$ cat config.mk
export PLATFORM = sky130hd
export DESIGN_NAME = coset_leader_syndrome_decoder_top
export DESIGN_NICKNAME = d
export VERILOG_FILES = /design/src/hdl/cld_pkg.sv /design/src/hdl/coset_leader_syndrome_decoder_top.sv /design/src/hdl/cld_syndrome_unit.sv /design/src/hdl/cld_leader_store.sv
export SDC_FILE = /design/constraint.sdc
export NUM_CORES = 1
export LEC_CHECK = 0
export BUFFER_PORTS_ARGS = -buffer_cell sky130_fd_sc_hd__buf_2
export CORE_ASPECT_RATIO = 1.4
export CORE_MARGIN = 10
export CORE_UTILIZATION = 38
export CTS_CLUSTER_DIAMETER = 200
export CTS_CLUSTER_SIZE = 14
export DETAILED_ROUTE_END_ITERATION = 12
export GPL_TIMING_DRIVEN = 0
export HOLD_SLACK_MARGIN = 0.12
export SETUP_SLACK_MARGIN = 0.15
export SYNTH_ARGS = -nofsm -noshare
export SYNTH_HDL_FRONTEND = slang
export SYNTH_SLANG_ARGS = --single-unit
$ cat constraint.sdc
create_clock -name clock -period 7.9 [get_ports clock]
set_clock_uncertainty 0.1 [all_clocks]
set_input_delay 0.79 -clock clock [delete_from_list [all_inputs] [get_ports clock]]
set_output_delay 0.79 -clock clock [all_outputs]
set_load 0.02 [all_outputs]
$ cat src/hdl/cld_pkg.sv
package cld_pkg;

   localparam int MSG_BITS    = 4;
   localparam int PARITY_BITS = 4;
   localparam int CODE_BITS   = MSG_BITS + PARITY_BITS;
   localparam int NUM_SYN     = 1 << PARITY_BITS;
   localparam int H_BITS      = 16;
   localparam int WT_W        = $clog2(CODE_BITS + 1);
   localparam int FILL_W      = PARITY_BITS + 1;

   typedef logic [CODE_BITS-1:0]   word_type;
   typedef logic [PARITY_BITS-1:0] syn_type;
   typedef logic [WT_W-1:0]        weight_type;
   typedef logic [FILL_W-1:0]      fill_type;
   typedef logic [H_BITS-1:0]      hmat_type;

   typedef enum logic [1:0] {
      FUNC_ENCODE = 2'd0,
      FUNC_DECODE = 2'd1,
      FUNC_BUILD  = 2'd2
   } func_type;

   typedef enum logic [1:0] {
      ST_IDLE,
      ST_DECODE,
      ST_BUILD
   } state_type;

   typedef struct packed {
      logic clear;
      logic wr_en;
   } store_ctl_type;

endpackage

$ cat src/hdl/coset_leader_syndrome_decoder_top.sv
// Coset-leader syndrome decoder for a systematic (8,4) binary code.
// Command channel: a beat is taken on a clock edge with start high and busy
// low; req_func selects encode (0), decode (1) or leader-table build (2).
// Result channel: rsp_valid is high for exactly one cycle per command with
// the result fields alongside; the receiver cannot stall it, so it must
// take every result in that cycle.
// Encode and the unused code answer in the cycle after the command,
// with busy staying low, so they can run back to back. Decode answers
// after a registered syndrome and table read, then a registered
// correction; busy is high in between, so a new command waits for the result.
// Build walks candidate words one per cycle through the shared syndrome and
// weight unit, all 256 words in one pass per weight from 0 up, descending
// value within a pass, and stops as soon as all 16 syndromes hold a leader;
// words up to weight 1 cover at most 9 and the parity-only words cover all
// by weight 4, so the build answers in the pass of weight 2, 3 or 4, with
// busy high throughout.
// csr_data writes the 16-bit parity matrix; csr_ready is always high.
// Reset clears the matrix, the table-built flag and every leader valid
// bit; a decode before a build returns status 1.
module coset_leader_syndrome_decoder_top (
   input  logic        clock,
   input  logic        reset,
   input  logic        start,
   output logic        busy,
   input  logic [1:0]  req_func,
   input  logic [7:0]  req_data_word,
   output logic        rsp_valid,
   output logic [7:0]  rsp_result_word,
   output logic [3:0]  rsp_syndrome,
   output logic [7:0]  rsp_error_pattern,
   output logic        rsp_status,
   input  logic        csr_valid,
   output logic        csr_ready,
   input  logic [15:0] csr_data
);

   cld_pkg::state_type      state_ff, state_in;
   cld_pkg::hmat_type       hmat_ff;
   logic                    built_ff, built_in;
   cld_pkg::word_type       cand_ff, cand_in;
   cld_pkg::weight_type     wt_ff, wt_in;
   cld_pkg::fill_type       filled_ff, filled_in;
   cld_pkg::word_type       word_ff, word_in;
   cld_pkg::syn_type        syn_ff, syn_in;

   logic                    rsp_valid_ff, rsp_valid_in;
   logic [7:0]              result_ff, result_in;
   logic [3:0]              rsp_syn_ff, rsp_syn_in;
   logic [7:0]              err_ff, err_in;
   logic                    status_ff, status_in;

   logic                    accept;
   cld_pkg::func_type       func;
   cld_pkg::word_type       in_word;
   cld_pkg::word_type       unit_word;
   cld_pkg::syn_type        unit_syn;
   cld_pkg::weight_type     unit_wt;
   cld_pkg::store_ctl_type  store_ctl;
   logic                    look_valid;
   cld_pkg::word_type       rd_data;
   logic                    rd_valid;
   logic                    hit;
   logic                    build_done;
   cld_pkg::word_type       fixed;

   assign busy      = (state_ff != cld_pkg::ST_IDLE);
   assign accept    = start && !busy;
   assign csr_ready = 1'b1;
   assign func      = cld_pkg::func_type'(req_func);
   assign in_word   = req_data_word[cld_pkg::CODE_BITS-1:0];

   assign rsp_valid         = rsp_valid_ff;
   assign rsp_result_word   = result_ff;
   assign rsp_syndrome      = rsp_syn_ff;
   assign rsp_error_pattern = err_ff;
   assign rsp_status        = status_ff;

   // one unit serves encode parity, decode syndrome and the build walk
   always_comb begin
      if (state_ff == cld_pkg::ST_BUILD) begin
         unit_word = cand_ff;
      end else if (func == cld_pkg::FUNC_ENCODE) begin
         unit_word = {in_word[cld_pkg::CODE_BITS-1:cld_pkg::PARITY_BITS],
                      cld_pkg::syn_type'(0)};
      end else begin
         unit_word = in_word;
      end
   end

   cld_syndrome_unit u_syn (
      .word     (unit_word),
      .hmat     (hmat_ff),
      .syndrome (unit_syn),
      .weight   (unit_wt)
   );

   cld_leader_store u_store (
      .clock      (clock),
      .reset      (reset),
      .ctl        (store_ctl),
      .addr       (unit_syn),
      .wr_data    (cand_ff),
      .look_valid (look_valid),
      .rd_data    (rd_data),
      .rd_valid   (rd_valid)
   );

   assign hit = (state_ff == cld_pkg::ST_BUILD) && (unit_wt == wt_ff) && !look_valid;

   always_comb begin
      filled_in = filled_ff + cld_pkg::fill_type'(hit);
      build_done = (filled_in == cld_pkg::fill_type'(cld_pkg::NUM_SYN)) ||
                   ((cand_ff == '0) &&
                    (wt_ff == cld_pkg::weight_type'(cld_pkg::CODE_BITS)));
   end

   // next state
   always_comb begin
      state_in = state_ff;
      unique case (state_ff)
         cld_pkg::ST_IDLE: begin
            if (accept && func == cld_pkg::FUNC_DECODE) begin
               state_in = cld_pkg::ST_DECODE;
            end else if (accept && func == cld_pkg::FUNC_BUILD) begin
               state_in = cld_pkg::ST_BUILD;
            end
         end
         cld_pkg::ST_DECODE: begin
            state_in = cld_pkg::ST_IDLE;
         end
         cld_pkg::ST_BUILD: begin
            if (build_done) begin
               state_in = cld_pkg::ST_IDLE;
            end
         end
         default: begin
            state_in = cld_pkg::ST_IDLE;
         end
      endcase
   end

   // datapath and outputs
   always_comb begin
      built_in     = built_ff;
      cand_in      = cand_ff;
      wt_in        = wt_ff;
      word_in      = word_ff;
      syn_in       = syn_ff;
      store_ctl    = '0;
      rsp_valid_in = 1'b0;
      result_in    = '0;
      rsp_syn_in   = '0;
      err_in       = '0;
      status_in    = 1'b0;
      fixed        = word_ff ^ rd_data;
      unique case (state_ff)
         cld_pkg::ST_IDLE: begin
            if (accept) begin
               word_in = in_word;
               syn_in  = unit_syn;
               unique case (func)
                  cld_pkg::FUNC_ENCODE: begin
                     rsp_valid_in = 1'b1;
                     result_in = 8'({in_word[cld_pkg::CODE_BITS-1:cld_pkg::PARITY_BITS],
                                     unit_syn});
                  end
                  cld_pkg::FUNC_DECODE: begin
                  end
                  cld_pkg::FUNC_BUILD: begin
                     store_ctl.clear = 1'b1;
                     cand_in = '1;
                     wt_in   = '0;
                  end
                  default: begin
                     rsp_valid_in = 1'b1;
                  end
               endcase
            end
         end
         cld_pkg::ST_DECODE: begin
            rsp_valid_in = 1'b1;
            if (!built_ff || !rd_valid) begin
               status_in = 1'b1;
            end else begin
               result_in  = 8'(fixed[cld_pkg::CODE_BITS-1:cld_pkg::PARITY_BITS]);
               rsp_syn_in = 4'(syn_ff);
               err_in     = 8'(rd_data);
            end
         end
         cld_pkg::ST_BUILD: begin
            store_ctl.wr_en = hit;
            if (build_done) begin
               rsp_valid_in = 1'b1;
               built_in     = 1'b1;
            end else if (cand_ff == '0) begin
               cand_in = '1;
               wt_in   = wt_ff + cld_pkg::weight_type'(1);
            end else begin
               cand_in = cand_ff - cld_pkg::word_type'(1);
            end
         end
         default: begin
         end
      endcase
   end

   always_ff @(posedge clock) begin
      if (reset) begin
         state_ff     <= cld_pkg::ST_IDLE;
         built_ff     <= 1'b0;
         hmat_ff      <= '0;
         rsp_valid_ff <= 1'b0;
      end else begin
         state_ff     <= state_in;
         built_ff     <= built_in;
         rsp_valid_ff <= rsp_valid_in;
         if (csr_valid && csr_ready) begin
            hmat_ff <= csr_data;
         end
      end
   end

   always_ff @(posedge clock) begin
      if (reset || (accept && func == cld_pkg::FUNC_BUILD)) begin
         filled_ff <= '0;
      end else if (state_ff == cld_pkg::ST_BUILD) begin
         filled_ff <= filled_in;
      end
   end

   always_ff @(posedge clock) begin
      cand_ff    <= cand_in;
      wt_ff      <= wt_in;
      word_ff    <= word_in;
      syn_ff     <= syn_in;
      result_ff  <= result_in;
      rsp_syn_ff <= rsp_syn_in;
      err_ff     <= err_in;
      status_ff  <= status_in;
   end

`ifndef SYNTHESIS
   a_fast_answer: assert property (@(posedge clock) disable iff (reset)
      (accept && func != cld_pkg::FUNC_DECODE && func != cld_pkg::FUNC_BUILD)
      |=> (rsp_valid && !busy))
      else $error("encode beat did not answer in one cycle");

   a_decode_answer: assert property (@(posedge clock) disable iff (reset)
      (accept && func == cld_pkg::FUNC_DECODE) |=> ##1 (rsp_valid && !busy))
      else $error("decode beat did not answer in two cycles");

   a_status_zeroes: assert property (@(posedge clock) disable iff (reset)
      (rsp_valid && rsp_status) |->
      (rsp_result_word == '0 && rsp_syndrome == '0 && rsp_error_pattern == '0))
      else $error("failed decode carries nonzero fields");

   a_fill_bound: assert property (@(posedge clock) disable iff (reset)
      (state_ff == cld_pkg::ST_BUILD) |->
      (filled_ff < cld_pkg::fill_type'(cld_pkg::NUM_SYN)))
      else $error("build walk continued past a full table");

   a_build_busy: assert property (@(posedge clock) disable iff (reset)
      (accept && func == cld_pkg::FUNC_BUILD) |=> (busy && !rsp_valid))
      else $error("build did not hold busy");
`endif

endmodule

$ cat src/hdl/cld_syndrome_unit.sv
module cld_syndrome_unit (
   input  cld_pkg::word_type   word,
   input  cld_pkg::hmat_type   hmat,
   output cld_pkg::syn_type    syndrome,
   output cld_pkg::weight_type weight
);

   always_comb begin
      int idx;
      logic acc;
      for (int j = 0; j < cld_pkg::PARITY_BITS; j++) begin
         acc = word[cld_pkg::PARITY_BITS-1-j];
         for (int i = 0; i < cld_pkg::MSG_BITS; i++) begin
            idx = i * cld_pkg::PARITY_BITS + j;
            // h bits beyond the register read as zero
            if (idx < cld_pkg::H_BITS) begin
               acc = acc ^ (word[cld_pkg::CODE_BITS-1-i] & hmat[idx]);
            end
         end
         syndrome[cld_pkg::PARITY_BITS-1-j] = acc;
      end
   end

   always_comb begin
      weight = '0;
      for (int b = 0; b < cld_pkg::CODE_BITS; b++) begin
         weight = weight + cld_pkg::weight_type'(word[b]);
      end
   end

endmodule

$ cat src/hdl/cld_leader_store.sv
module cld_leader_store (
   input  logic                    clock,
   input  logic                    reset,
   input  cld_pkg::store_ctl_type  ctl,
   input  cld_pkg::syn_type        addr,
   input  cld_pkg::word_type       wr_data,
   output logic                    look_valid,
   output cld_pkg::word_type       rd_data,
   output logic                    rd_valid
);

   cld_pkg::word_type               mem [cld_pkg::NUM_SYN];
   logic [cld_pkg::NUM_SYN-1:0]     valid_ff;
   cld_pkg::word_type               rd_data_ff;
   logic                            rd_valid_ff;

   assign look_valid = valid_ff[addr];
   assign rd_data    = rd_data_ff;
   assign rd_valid   = rd_valid_ff;

   always_ff @(posedge clock) begin
      if (ctl.wr_en) begin
         mem[addr] <= wr_data;
      end
      rd_data_ff <= mem[addr];
   end

   always_ff @(posedge clock) begin
      if (reset || ctl.clear) begin
         valid_ff <= '0;
      end else if (ctl.wr_en) begin
         valid_ff[addr] <= 1'b1;
      end
   end

   always_ff @(posedge clock) begin
      if (reset) begin
         rd_valid_ff <= 1'b0;
      end else begin
         rd_valid_ff <= valid_ff[addr];
      end
   end

endmodule
==> impl_metrics.env <==
export IMPL_crit_slowest_cell="edfxtp_1"
export IMPL_synth_xor_area_frac=0.03666
export IMPL_status="finished clean"
export IMPL_finalWirelength_um=22360
export IMPL_syn_nets=803
export IMPL_ctsResizeCount=0
export IMPL_cp_max_fo=19
export IMPL_drv_cap=0
export IMPL_fmax_mhz=138.1
export IMPL_grt_max_degree=22
export IMPL_slowest_delay_ns=0.92
export IMPL_cts_reportedPaths_clkPinSlew_ns=0.07
export IMPL_crit_buf_inv=7
export IMPL_floorplan_initialDensity=0.3872
export IMPL_wl_per_cell_um=19.21
export IMPL_grt_usage=0.1366
export IMPL_ios=54
export IMPL_dr_total_vias=6024
export IMPL_hp_class="reg -> reg"
export IMPL_synthFlopType="edfxtp_1"
export IMPL_rr_worst_depth=24
export IMPL_arrival_ns=7.33
export IMPL_end_kind="flop"
export IMPL_synthSimpleGateAreaFrac=0.1506
export IMPL_clock_sinks=219
export IMPL_grt_pass1_vias=6116
export IMPL_multiInputGateArea_mm2=0.003292
export IMPL_worstSetupPathType="reg -> reg"
export IMPL_netlist_instances=757
export IMPL_clkLatencyLatePin_ns=0.50
export IMPL_whs_path_depth=1
export IMPL_worst_ep_required_time_ns=7.99
export IMPL_final_period_utilization=0.9166
export IMPL_nets=887
export IMPL_path_cells="inv_1 > o21ai_1 > ha_1 > fa_1 > inv_1 > fa_1 > inv_1 > fa_1 > inv_1 > fa_1 > xnor2_1 > or4_1 > clkbuf_1 > inv_1 > and3_1 > ha_1 > ha_1 > nand3b_1 > o21ai_0 > a21oi_1 > nor4_1 > a21oi_1 > a22oi_1 > inv_1"
export IMPL_r2r_setup_slack_ns=0.66
export IMPL_synth_mux_area_frac=0.07977
export IMPL_ir_drop_mv=0.1643
export IMPL_maxSlewViolCount=0
export IMPL_synth_adder_area_share=0.02471
export IMPL_final_hold_viol_count=0
export IMPL_seq_power_share=0.484
export IMPL_route_antenna_remaining_nets=0
export IMPL_holdPathEnd="rsp_error_pattern[1]"
export IMPL_ys_types=61
export IMPL_swShare=0.2854
export IMPL_first_iter_violations=341
export IMPL_cts_hold_buffers=0
export IMPL_worstReg2RegStart="cand_ff[1]"
export IMPL_synth_seq_cells=219
export IMPL_clkPwrFrac=0.324
export IMPL_grt_pass1_wl_um=34120
export IMPL_p_sw_uw=750.0
export IMPL_cts_tree="yes"
export IMPL_p_int_uw=1878
export IMPL_drc=0
export IMPL_core_mm2=0.02406
export IMPL_synth_top_family_by_area="simple AND/OR/NAND/NOR gates"
export IMPL_fin_crit_ns=7.241
export IMPL_combinationalPowerShare=0.193
export IMPL_dpl_hpwl_um=15620
export IMPL_synth_edf_count=148
export IMPL_cts_buffers=19
export IMPL_p_leak_uw=0.003906
export IMPL_drive_gt1_frac=0.1557
export IMPL_syn_avg_cell_area_um2=12.31
export IMPL_synth_compound_area_frac=0.05385
export IMPL_rows=67
export IMPL_hold_slack_ns=0.3249
export IMPL_dieArea_mm2=0.03127
export IMPL_seq_area_mm2=0.005866
export IMPL_cts_setup_buffers=0
export IMPL_reg2reg_to="cand_ff[3]"
export IMPL_h_tree_depth=1
export IMPL_rsz0062_at_grt="no"
export IMPL_grt_ovfl_total=0
export IMPL_antenna_cells=0
export IMPL_crit_top_cell="inv_1"
export IMPL_portBuffers=51
export IMPL_synth_warnings=0
export IMPL_power_density_mw_per_mm2=246.5
export IMPL_first_pass_iters=5
export IMPL_setup_viol=0
export IMPL_cp_top_family="adder cells"
export IMPL_synth_area_mm2=0.009316
export IMPL_timing_slew_headroom=0.1465
export IMPL_cp_num_cells=24
export IMPL_cts_buffer_depth=3
export IMPL_tns_ns=0
export IMPL_die_y_um=205.3
export IMPL_die_x_um=152.3
export IMPL_cts_root_buf="clkbuf_16"
export IMPL_async_flop_share=0
export IMPL_tightest_slew_ns=1.276
export IMPL_place_congestion=0.8815
export IMPL_fillers=2188
export IMPL_area_growth_pct=14.41
export IMPL_hp_start="u_store.rd_data[1]"
export IMPL_critPathLaunchType="flop"
export IMPL_ys_seq_area_frac=0.6296
export IMPL_antenna_found_initial=0
export IMPL_vias_per_cell=5.175
[metrics by stage]
stage	setup slack (ns)	instances	area, um^2	total power (uW)	util
after global routing	0.2159	1164	10660	2724	0.4430
after global placement	0.4790	1118	9960	1790	0.4140
final	0.6587	1164	10660	2628	0.4430
after floorplan	1.699	757	9316	1637	-
after detailed placement	0.3413	1129	10110	1802	0.4203
after CTS	0.5139	1163	10650	2648	0.4427
[layout make-up]
| type | instances | share of cell area |
|---|---|---|
| flip-flops and latches | 219 | 0.5503 |
| multi-input cells | 484 | 0.3088 |
| clock buffers | 32 | 0.04918 |
| well taps | 310 | 0.03639 |
| repair buffers | 63 | 0.03240 |
| plain buffers | 33 | 0.01397 |
| inverters | 21 | 0.007395 |
| clock inverters | 2 | 0.001526 |
[cell families after synthesis]
| family | Yosys count |
|---|---|
| simple gates | 290 |
| compound gates | 75 |
| fa+ha+maj | 16 |
| flops | 219 |
| xor+xnor | 30 |
| other cells | 1 |
| buf+inv | 54 |
| mux | 72 |
[synth_stat cells (2+ instances only)]
cell | instances | share of area
nor4_2 | 5 | 0.0067
o22ai_1 | 4 | 0.0027
nor2_1 | 45 | 0.018
o21a_1 | 8 | 0.0064
xor2_1 | 7 | 0.0066
nor2b_2 | 2 | 0.0019
inv_1 | 17 | 0.0068
xnor2_1 | 17 | 0.016
buf_4 | 2 | 0.0016
ha_1 | 12 | 0.016
mux2i_1 | 65 | 0.070
a21o_1 | 2 | 0.0016
a32oi_1 | 17 | 0.016
mux2_2 | 4 | 0.0048
and2_1 | 14 | 0.0094
and3_1 | 6 | 0.0040
buf_2 | 8 | 0.0043
a21boi_0 | 4 | 0.0032
o21ai_1 | 7 | 0.0038
o21ai_0 | 11 | 0.0059
nor4_1 | 13 | 0.0087
fa_1 | 4 | 0.0086
nand4_1 | 2 | 0.0013
nor3_1 | 3 | 0.0016
nand2b_1 | 4 | 0.0027
nand2_1 | 125 | 0.050
buf_1 | 4 | 0.0016
clkbuf_1 | 18 | 0.0073
or3_1 | 6 | 0.0040
inv_2 | 3 | 0.0012
o31ai_1 | 2 | 0.0016
nand3b_1 | 6 | 0.0048
dfxtp_1 | 71 | 0.15
nand3_1 | 48 | 0.026
or4_1 | 2 | 0.0016
nor2b_1 | 2 | 0.0013
a21oi_1 | 15 | 0.0081
edfxtp_1 | 148 | 0.48
or2_2 | 2 | 0.0013
[layout by cell type, fill, tap and decap left out, types with 3 or more instances in the layout]
cell type,n
o21a_1,8
nand3b_1,6
nand3_1,48
a32oi_1,17
o22ai_1,4
ha_1,12
mux2i_1,65
nand2b_1,4
or3_1,6
xnor2_1,17
mux2_2,4
dfxtp_1,71
nor2_1,45
buf_1,4
and2_1,14
inv_1,17
o21ai_0,11
edfxtp_1,148
buf_4,14
xor2_1,7
clkbuf_1,31
inv_2,3
a21boi_0,4
buf_2,59
a21oi_1,15
nand2_1,125
nor4_2,16
fa_1,4
nor3_1,3
o21ai_1,7
and3_1,6
clkbuf_16,19
[flip-flops by register name, summed over array words and instances, names as in the netlist, 5 cells and up]
signal and count:
hmat_ff 16, cand_ff 8, u_store.valid_ff 16, u_store.mem 128
rsp_result_word 8, u_store.rd_data 8, filled_ff 5, rsp_error_pattern 8
[routing by layer]
| metal | GRT usage | up-vias | wire length, um |
|---|---|---|---|
| met1 | 0.1456 | 2918 | 8399 |
| met5 | 0 | - | 0 |
| li1 | - | 2890 | - |
| met3 | 0.02193 | 61 | 1039 |
| met4 | 0.06513 | 0 | 981 |
| met2 | 0.2569 | 155 | 11940 |
[power by group through the flow]
stage | sequential [uW] | combinational (uW) | clock, uW
floorplan | 1290 | 346 | 0
global placement | 1300 | 494 | 0
detailed placement | 1300 | 505 | 0
CTS | 1270 | 507 | 869
global route | 1270 | 548 | 902
finish | 1270 | 507 | 850
[how the worst max path moves through the flow]
stage / startpoint / end / slack (ns)
6_report: cand_ff[1] / cand_ff[3] / 0.66
3_5_place_dp: req_func[0] / cand_ff[3] / 0.34
5_1_grt: cand_ff[1] / cand_ff[4] / 0.22
2_1_floorplan: req_func[0] / cand_ff[0] / 1.70
3_3_place_gp: req_func[0] / cand_ff[2] / 0.48
4_1_cts: cand_ff[0] / cand_ff[4] / 0.51
No activity file was read; power rests on OpenSTA's default activity.
